[config.mk]
export PLATFORM = sky130hd
export DESIGN_NAME = half_float_converter_core
export DESIGN_NICKNAME = d
export VERILOG_FILES = /design/src/hfc_pkg.sv /design/src/hfc_widen.sv /design/src/hfc_narrow.sv /design/src/half_float_converter_core.sv
export SDC_FILE = /design/constraint.sdc
export NUM_CORES = 1
export LEC_CHECK = 0
export BUFFER_PORTS_ARGS = -buffer_cell sky130_fd_sc_hd__buf_2
export CORE_MARGIN = 5
export CORE_UTILIZATION = 59
export DETAILED_ROUTE_END_ITERATION = 10
export GPL_ROUTABILITY_DRIVEN = 0
export PLACE_DENSITY = 0.85
export SLEW_MARGIN = 0
export SYNTH_ARGS = -nofsm -noshare
export SYNTH_HDL_FRONTEND = slang
export SYNTH_HIERARCHICAL = 1
export SYNTH_SLANG_ARGS = --single-unit
[constraint.sdc]
create_clock -name i_clk -period 6.57 [get_ports i_clk]
set_input_delay 0.657 -clock i_clk [delete_from_list [all_inputs] [get_ports i_clk]]
set_output_delay 0.657 -clock i_clk [all_outputs]
set_load 0.02 [all_outputs]
[src/hfc_pkg.sv]
// hfc_pkg: shared constants for the half/single converter.
// No dependencies; used by every module under src.
package hfc_pkg;

    // conversion direction codes
    localparam logic ACT_WIDEN  = 1'b0;   // half to single
    localparam logic ACT_NARROW = 1'b1;   // single to half

    // largest finite half magnitude, in each format
    localparam logic [30:0] HALF_MAX_SINGLE = 31'h477F_E000;
    localparam logic [14:0] HALF_MAX_HALF   = 15'h7BFF;

    // half exponent field values
    localparam logic [4:0] HALF_EXP_ZERO = 5'd0;
    localparam logic [4:0] HALF_EXP_SPEC = 5'd31;

    // single-to-half exponent bounds
    localparam logic [7:0] SGL_EXP_SUB_MAX  = 8'd112;  // at or below: subnormal half
    localparam logic [7:0] SGL_EXP_SAT_MIN  = 8'd143;  // at or above: saturate
    localparam logic [7:0] SGL_EXP_FLUSH_LT = 8'd102;  // below: signed zero
    localparam logic [7:0] SGL_SUB_SHIFT    = 8'd126;  // subnormal shift base

    // re-bias between formats
    localparam logic [7:0] EXP_REBIAS   = 8'd112;
    localparam logic [7:0] SUB_EXP_BASE = 8'd103;

endpackage

[src/hfc_widen.sv]
// hfc_widen: combinational binary16 to binary32 decode with saturation.
// Depends on hfc_pkg.
module hfc_widen (
    input  logic [15:0] i_half,
    output logic [31:0] o_single
);

    logic       sign;
    logic [4:0] h_exp;
    logic [9:0] h_man;
    logic [3:0] lead;
    logic [9:0] man_norm;
    logic [7:0] sub_exp;
    logic [7:0] nrm_exp;

    assign sign  = i_half[15];
    assign h_exp = i_half[14:10];
    assign h_man = i_half[9:0];

    // position of the leading one in a subnormal mantissa
    always_comb begin
        lead = 4'd0;
        for (int i = 0; i < 10; i++) begin
            if (h_man[i]) begin
                lead = 4'(i);
            end
        end
    end

    // move the leading one to the top bit; it becomes the hidden bit
    assign man_norm = h_man << (4'd9 - lead);
    assign sub_exp  = hfc_pkg::SUB_EXP_BASE + {4'd0, lead};
    assign nrm_exp  = {3'd0, h_exp} + hfc_pkg::EXP_REBIAS;

    // select by exponent class
    always_comb begin
        if (h_exp == hfc_pkg::HALF_EXP_ZERO) begin
            if (h_man == 10'd0) begin
                o_single = {sign, 31'd0};
            end else begin
                o_single = {sign, sub_exp, man_norm[8:0], 14'd0};
            end
        end else if (h_exp == hfc_pkg::HALF_EXP_SPEC) begin
            o_single = {sign, hfc_pkg::HALF_MAX_SINGLE};
        end else begin
            o_single = {sign, nrm_exp, h_man, 13'd0};
        end
    end

endmodule

[src/hfc_narrow.sv]
// hfc_narrow: combinational binary32 to binary16 encode with saturation
// and half-up rounding of subnormals. Depends on hfc_pkg.
module hfc_narrow (
    input  logic [31:0] i_single,
    output logic [15:0] o_half
);

    logic        sign;
    logic [7:0]  f_exp;
    logic [22:0] f_man;
    logic [23:0] full;
    logic [7:0]  sh_wide;
    logic [4:0]  sh;
    logic [4:0]  sh_rnd;
    logic [23:0] shifted;
    logic [23:0] rnd_vec;
    logic [10:0] sub_mag;
    logic [4:0]  nrm_exp;
    logic [7:0]  nrm_exp_wide;

    assign sign  = i_single[31];
    assign f_exp = i_single[30:23];
    assign f_man = i_single[22:0];
    assign full  = {1'b1, f_man};

    // subnormal: shift right by 126 - exp (14..24 in range), round on top dropped bit
    assign sh_wide = hfc_pkg::SGL_SUB_SHIFT - f_exp;
    assign sh      = sh_wide[4:0];
    assign sh_rnd  = sh - 5'd1;
    assign shifted = full >> sh;
    assign rnd_vec = full >> sh_rnd;
    assign sub_mag = {1'b0, shifted[9:0]} + {10'd0, rnd_vec[0]};

    // normal range re-bias
    assign nrm_exp_wide = f_exp - hfc_pkg::EXP_REBIAS;
    assign nrm_exp      = nrm_exp_wide[4:0];

    always_comb begin
        if (f_exp <= hfc_pkg::SGL_EXP_SUB_MAX) begin
            if (f_exp < hfc_pkg::SGL_EXP_FLUSH_LT) begin
                o_half = {sign, 15'd0};
            end else begin
                o_half = {sign, 4'd0, sub_mag};
            end
        end else if (f_exp >= hfc_pkg::SGL_EXP_SAT_MIN) begin
            o_half = {sign, hfc_pkg::HALF_MAX_HALF};
        end else begin
            o_half = {sign, nrm_exp, f_man[22:13]};
        end
    end

endmodule

[src/half_float_converter_core.sv]
// half_float_converter_core: top level of the binary16/binary32 converter.
// Depends on hfc_pkg, hfc_widen and hfc_narrow.
//
// Takes one item per clock cycle: busy is never raised, so start may be held
// high every cycle. Each item's result appears on o_converted with o_valid high
// for exactly one cycle, after the item has passed through one input register,
// the conversion logic and one result register. Results come out in the order
// items went in; the receiver must take o_converted whenever o_valid is high.
// A half result sits in the low 16 bits with the upper bits zero.
module half_float_converter_core (
    input  logic        i_clk,
    input  logic        i_rst_n,
    input  logic        start,
    output logic        busy,
    input  logic        i_action,
    input  logic [31:0] i_operand,
    output logic        o_valid,
    output logic [31:0] o_converted
);

    logic        r_in_valid;
    logic        r_action;
    logic [31:0] r_operand;
    logic        r_out_valid;
    logic [31:0] r_converted;
    logic [31:0] n_converted;
    logic [31:0] wide_res;
    logic [15:0] narrow_res;
    logic        accept;

    assign busy   = 1'b0;
    assign accept = start & ~busy;

    // input register
    always_ff @(posedge i_clk) begin
        if (!i_rst_n) begin
            r_in_valid <= 1'b0;
        end else begin
            r_in_valid <= accept;
        end
        if (accept) begin
            r_action  <= i_action;
            r_operand <= i_operand;
        end
    end

    hfc_widen u_widen (
        .i_half   (r_operand[15:0]),
        .o_single (wide_res)
    );

    hfc_narrow u_narrow (
        .i_single (r_operand),
        .o_half   (narrow_res)
    );

    // pick direction
    assign n_converted = (r_action == hfc_pkg::ACT_NARROW) ? {16'd0, narrow_res} : wide_res;

    // result register
    always_ff @(posedge i_clk) begin
        if (!i_rst_n) begin
            r_out_valid <= 1'b0;
        end else begin
            r_out_valid <= r_in_valid;
        end
        if (r_in_valid) begin
            r_converted <= n_converted;
        end
    end

    assign o_valid     = r_out_valid;
    assign o_converted = r_converted;

endmodule

==> insert_results.sql <==
INSERT INTO impl_metrics (metric_group, metric, value, unit) VALUES
('routing', 'drt-wirelength-per-cell', '18.6', 'um'),
('synth', 'synth_ff_type', 'sky130_fd_sc_hd__edfxtp_1', ''),
('routing', 'remaining_drc_errors', '0', ''),
('synth', 'synth_async_sr_flop_share', '0', ''),
('synth', 'synth_enable_flop_cells', '65', ''),
('synth', 'synthCells', '506', ''),
('run_status', 'outcome', 'complete, no violations', ''),
('finish', 'syn_to_final_growth', '7.39', '%'),
('clock_tree', 'htree_levels', '3', ''),
('synth', 'yosys_register_bits', '67', ''),
('critical_path', 'crit_arrival', '5.06', 'ns'),
('clock_tree', 'root_buffer', 'sky130_fd_sc_hd__clkbuf_8', ''),
('sta', 'final.period_utilization', '0.754', ''),
('synth', 'netlist_area', '0.00530', 'mm2'),
('synth', 'synth.cells.most_frequent', 'sky130_fd_sc_hd__edfxtp_1, sky130_fd_sc_hd__nor2_1, sky130_fd_sc_hd__mux2_2', ''),
('critical_path', 'r2r_end', 'o_converted[7]$_DFFE_PP_', ''),
('synth', 'synth.most_common_cell', 'sky130_fd_sc_hd__edfxtp_1', ''),
('floorplanning', 'initial_utilization', '0.607', ''),
('clock_tree', 'cts.sinks', '67', ''),
('hold_path', 'hold_path_cell_cnt', '1', ''),
('finish', 'antenna_cells', '0', ''),
('critical_path', 'crit_path_max_incr_delay', '0.83', 'ns'),
('critical_path', 'critPathSlowestCell', 'sky130_fd_sc_hd__clkinv_1', ''),
('clock_tree', 'clock_tree.buffer_depth', '2', ''),
('critical_path', 'timing.critical_path.cells', 'inv_1 -> ha_1 -> clkinv_1 -> a211oi_1 -> a21oi_1 -> mux4_2 -> nand2_1 -> o21ai_0 -> ha_1 -> o31ai_1 -> a21oi_1 -> nand4_1 -> xnor2_1 -> a31o_2 -> mux2_2', ''),
('sta', 'fin_skew', '0.0100', 'ns'),
('sta', 'maxClockFrequency', '202', 'MHz'),
('floorplanning', 'core_region_area', '0.00872', 'mm2'),
('sta', 'maxSlewViolCount', '0', ''),
('floorplanning', 'die_h', '105', 'um'),
('routing', 'avgViaCountPerCell', '6.46', ''),
('critical_path', 'start_kind', 'register', ''),
('routing', 'detail_route.wirelength', '12300', 'um'),
('floorplanning', 'row_count', '34', ''),
('routing', 'dr_total_vias', '4295', ''),
('finish', 'multi_input_comb_area', '0.00294', 'mm2'),
('synth', 'netlist-cell-type-count', '93', ''),
('finish', 'post_route_cells_drive_above_1_share', '0.278', ''),
('sta', 'final.setup.tns', '0', 'ns'),
('sta', 'period_needed', '4.95', 'ns'),
('clock_tree', 'tritoncts', 'done', ''),
('sta', 'worst-slew-pin-transition', '1.14', 'ns'),
('synth', 'synth_sequential_area_ratio', '0.376', ''),
('clock_tree', 'cts_inserted_buffers', '9', ''),
('clock_tree', 'post_cts.repair.setup_buffers', '0', ''),
('floorplanning', 'pin_count', '70', ''),
('global_route', 'grt_start_max_net_pins', '40', ''),
('finish', 'seq_area', '0.00199', 'mm2'),
('routing', 'drt_pre_antenna_iters', '6', ''),
('power', 'cellLeakagePower', '2.20', 'nW'),
('finish', 'final.fill_count', '675', ''),
('routing', 'post_detailed_route_count_of_antenna_violating_nets', '0', ''),
('global_route', 'track_usage', '0.223', ''),
('hold_path', 'timing.hold.worst.start', 'i_operand[21]', ''),
('floorplanning', 'die_area', '0.0110', 'mm2'),
('synth', 'total_of_warnings_raised_by_yosys', '6', ''),
('critical_path', 'worst_setup_path_end_kind', 'register', ''),
('finish', 'final_net_count', '596', ''),
('sta', 'finalSetupViolations', '0', ''),
('critical_path', 'worst-r2r-cell-count', '15', ''),
('clock_tree', 'ctsResizeCount', '0', ''),
('clock_tree', 'worstSkewPairLatency', '0.36', 'ns'),
('global_route', 'grt_pass1_wl', '20200', 'um'),
('hold_path', 'endpoint_worst_hold', 'r_operand[21]$_DFFE_PP_', ''),
('placed_design', 'post-dp-hpwl', '8650', 'um'),
('synth', 'synth_top_cell_area_share', '0.369', ''),
('global_route', 'number_of_antenna_violations_at_the_first_check_in_global_routing', '0', ''),
('sta', 'timing.max_slew.rel_slack', '0.241', ''),
('critical_path', 'critPathKind', 'register to register', ''),
('synth', 'synth_largest_area_cell', 'sky130_fd_sc_hd__edfxtp_1', ''),
('critical_path', 'worst-endpoint-required', '6.68', 'ns');
==> placed cells by master, fill, tap and decap left out, types with 5 or more instances in the layout <==
cell type | synthesis | final
sky130_fd_sc_hd__a211oi_1 | 9 | 9
sky130_fd_sc_hd__a21oi_1 | 16 | 16
sky130_fd_sc_hd__a31o_2 | 5 | 5
sky130_fd_sc_hd__and2_1 | 8 | 8
sky130_fd_sc_hd__buf_2 | 7 | 68
sky130_fd_sc_hd__buf_4 | 18 | 5
sky130_fd_sc_hd__clkbuf_8 | 4 | 10
sky130_fd_sc_hd__conb_1 | 2 | 14
sky130_fd_sc_hd__edfxtp_1 | 65 | 65
sky130_fd_sc_hd__ha_1 | 8 | 8
sky130_fd_sc_hd__inv_1 | 10 | 10
sky130_fd_sc_hd__mux2_2 | 29 | 29
sky130_fd_sc_hd__mux2i_1 | 24 | 24
sky130_fd_sc_hd__mux4_1 | 6 | 6
sky130_fd_sc_hd__mux4_2 | 5 | 5
sky130_fd_sc_hd__nand2_1 | 28 | 28
sky130_fd_sc_hd__nand2b_1 | 6 | 6
sky130_fd_sc_hd__nand3_1 | 12 | 12
sky130_fd_sc_hd__nand4_1 | 5 | 5
sky130_fd_sc_hd__nor2_1 | 51 | 51
sky130_fd_sc_hd__nor2b_1 | 20 | 20
sky130_fd_sc_hd__nor3_1 | 6 | 6
sky130_fd_sc_hd__o21ai_0 | 24 | 24
sky130_fd_sc_hd__o22ai_1 | 8 | 8
sky130_fd_sc_hd__o31ai_1 | 5 | 5
sky130_fd_sc_hd__xnor2_1 | 8 | 8
sky130_fd_sc_hd__xor2_1 | 5 | 5
==> state kept, by name, indices dropped and copies added, names as in the netlist <==
signal	cells
r_action	1
r_operand	32
o_converted	32
r_in_valid	1
o_valid	1
==> per-stage QoR <==
step           setup WS, ns  hold slack, ns  instance area (um2)  std cells  power (mW)
3_5_place_dp           1.84           0.563                 5490        649       0.990
2_1_floorplan          1.86           0.613                 5340        518       0.903
6_report               1.62           0.468                 5690        665        1.34
5_1_grt                1.37           0.457                 5690        665        1.41
4_1_cts                1.72           0.450                 5690        665        1.34
3_3_place_gp           2.12           0.554                 5490        649       0.978
==> critical path: cells and delay by family (launching register included) <==
kind	cells	cell delay, ns
fa+ha+maj	2	1.01
flops	1	0.51
xor+xnor	1	0.08
simple gates	2	0.26
compound gates	6	1.17
mux	2	0.74
buf+inv	2	0.92
==> cell type report <==
cell class | instances | area share
sequential | 67 | 0.350
tap | 108 | 0.0238
inverter | 13 | 0.00946
multi-input combinational | 388 | 0.516
clock inverter | 5 | 0.00924
timing repair buffer | 73 | 0.0664
clock buffer | 11 | 0.0249
==> cell families (layout without fill, tap and decap cells) <==
group                      Yosys count  count (layout)  synth area share
and+or+nand+nor                    165             165             0.167
AOI/OAI and AO/OA                  123             123             0.174
DFF                                 67              67             0.376
muxes                               64              64             0.158
buffers and inverters               63             102            0.0782
xor gates and xnor gates            14              14            0.0267
adders and majority gates            8               8            0.0189
other                                2              14           0.00142
==> how the worst max path moves through the flow <==
| stage | start | endpoint | slack (ns) | cells after the start |
|---|---|---|---|---|
| finish | r_operand[24]$_DFFE_PP_ | o_converted[7]$_DFFE_PP_ | 1.62 | 15 |
| floorplan | r_operand[23]$_DFFE_PP_ | o_converted[1]$_DFFE_PP_ | 1.86 | 20 |
| global placement | r_operand[24]$_DFFE_PP_ | o_converted[7]$_DFFE_PP_ | 2.12 | 15 |
| global route | r_operand[24]$_DFFE_PP_ | o_converted[8]$_DFFE_PP_ | 1.37 | 15 |
| CTS | r_operand[24]$_DFFE_PP_ | o_converted[7]$_DFFE_PP_ | 1.72 | 15 |
| detailed placement | r_operand[24]$_DFFE_PP_ | o_converted[7]$_DFFE_PP_ | 1.84 | 15 |
==> metal layers <==
metal,part of all wire,GRT usage
met1,0.43,0.314
met2,0.44,0.332
met3,0.11,0.0635
met4,0.023,0.0749
met5,0,0
==> where the power goes <==
part	total (mW)	switching (mW)	internal (mW)
logic	0.440	0.249	0.191
registers	0.559	0.0491	0.510
clock network	0.343	0.159	0.184
Note: power is estimated with default switching activity, not from simulation.
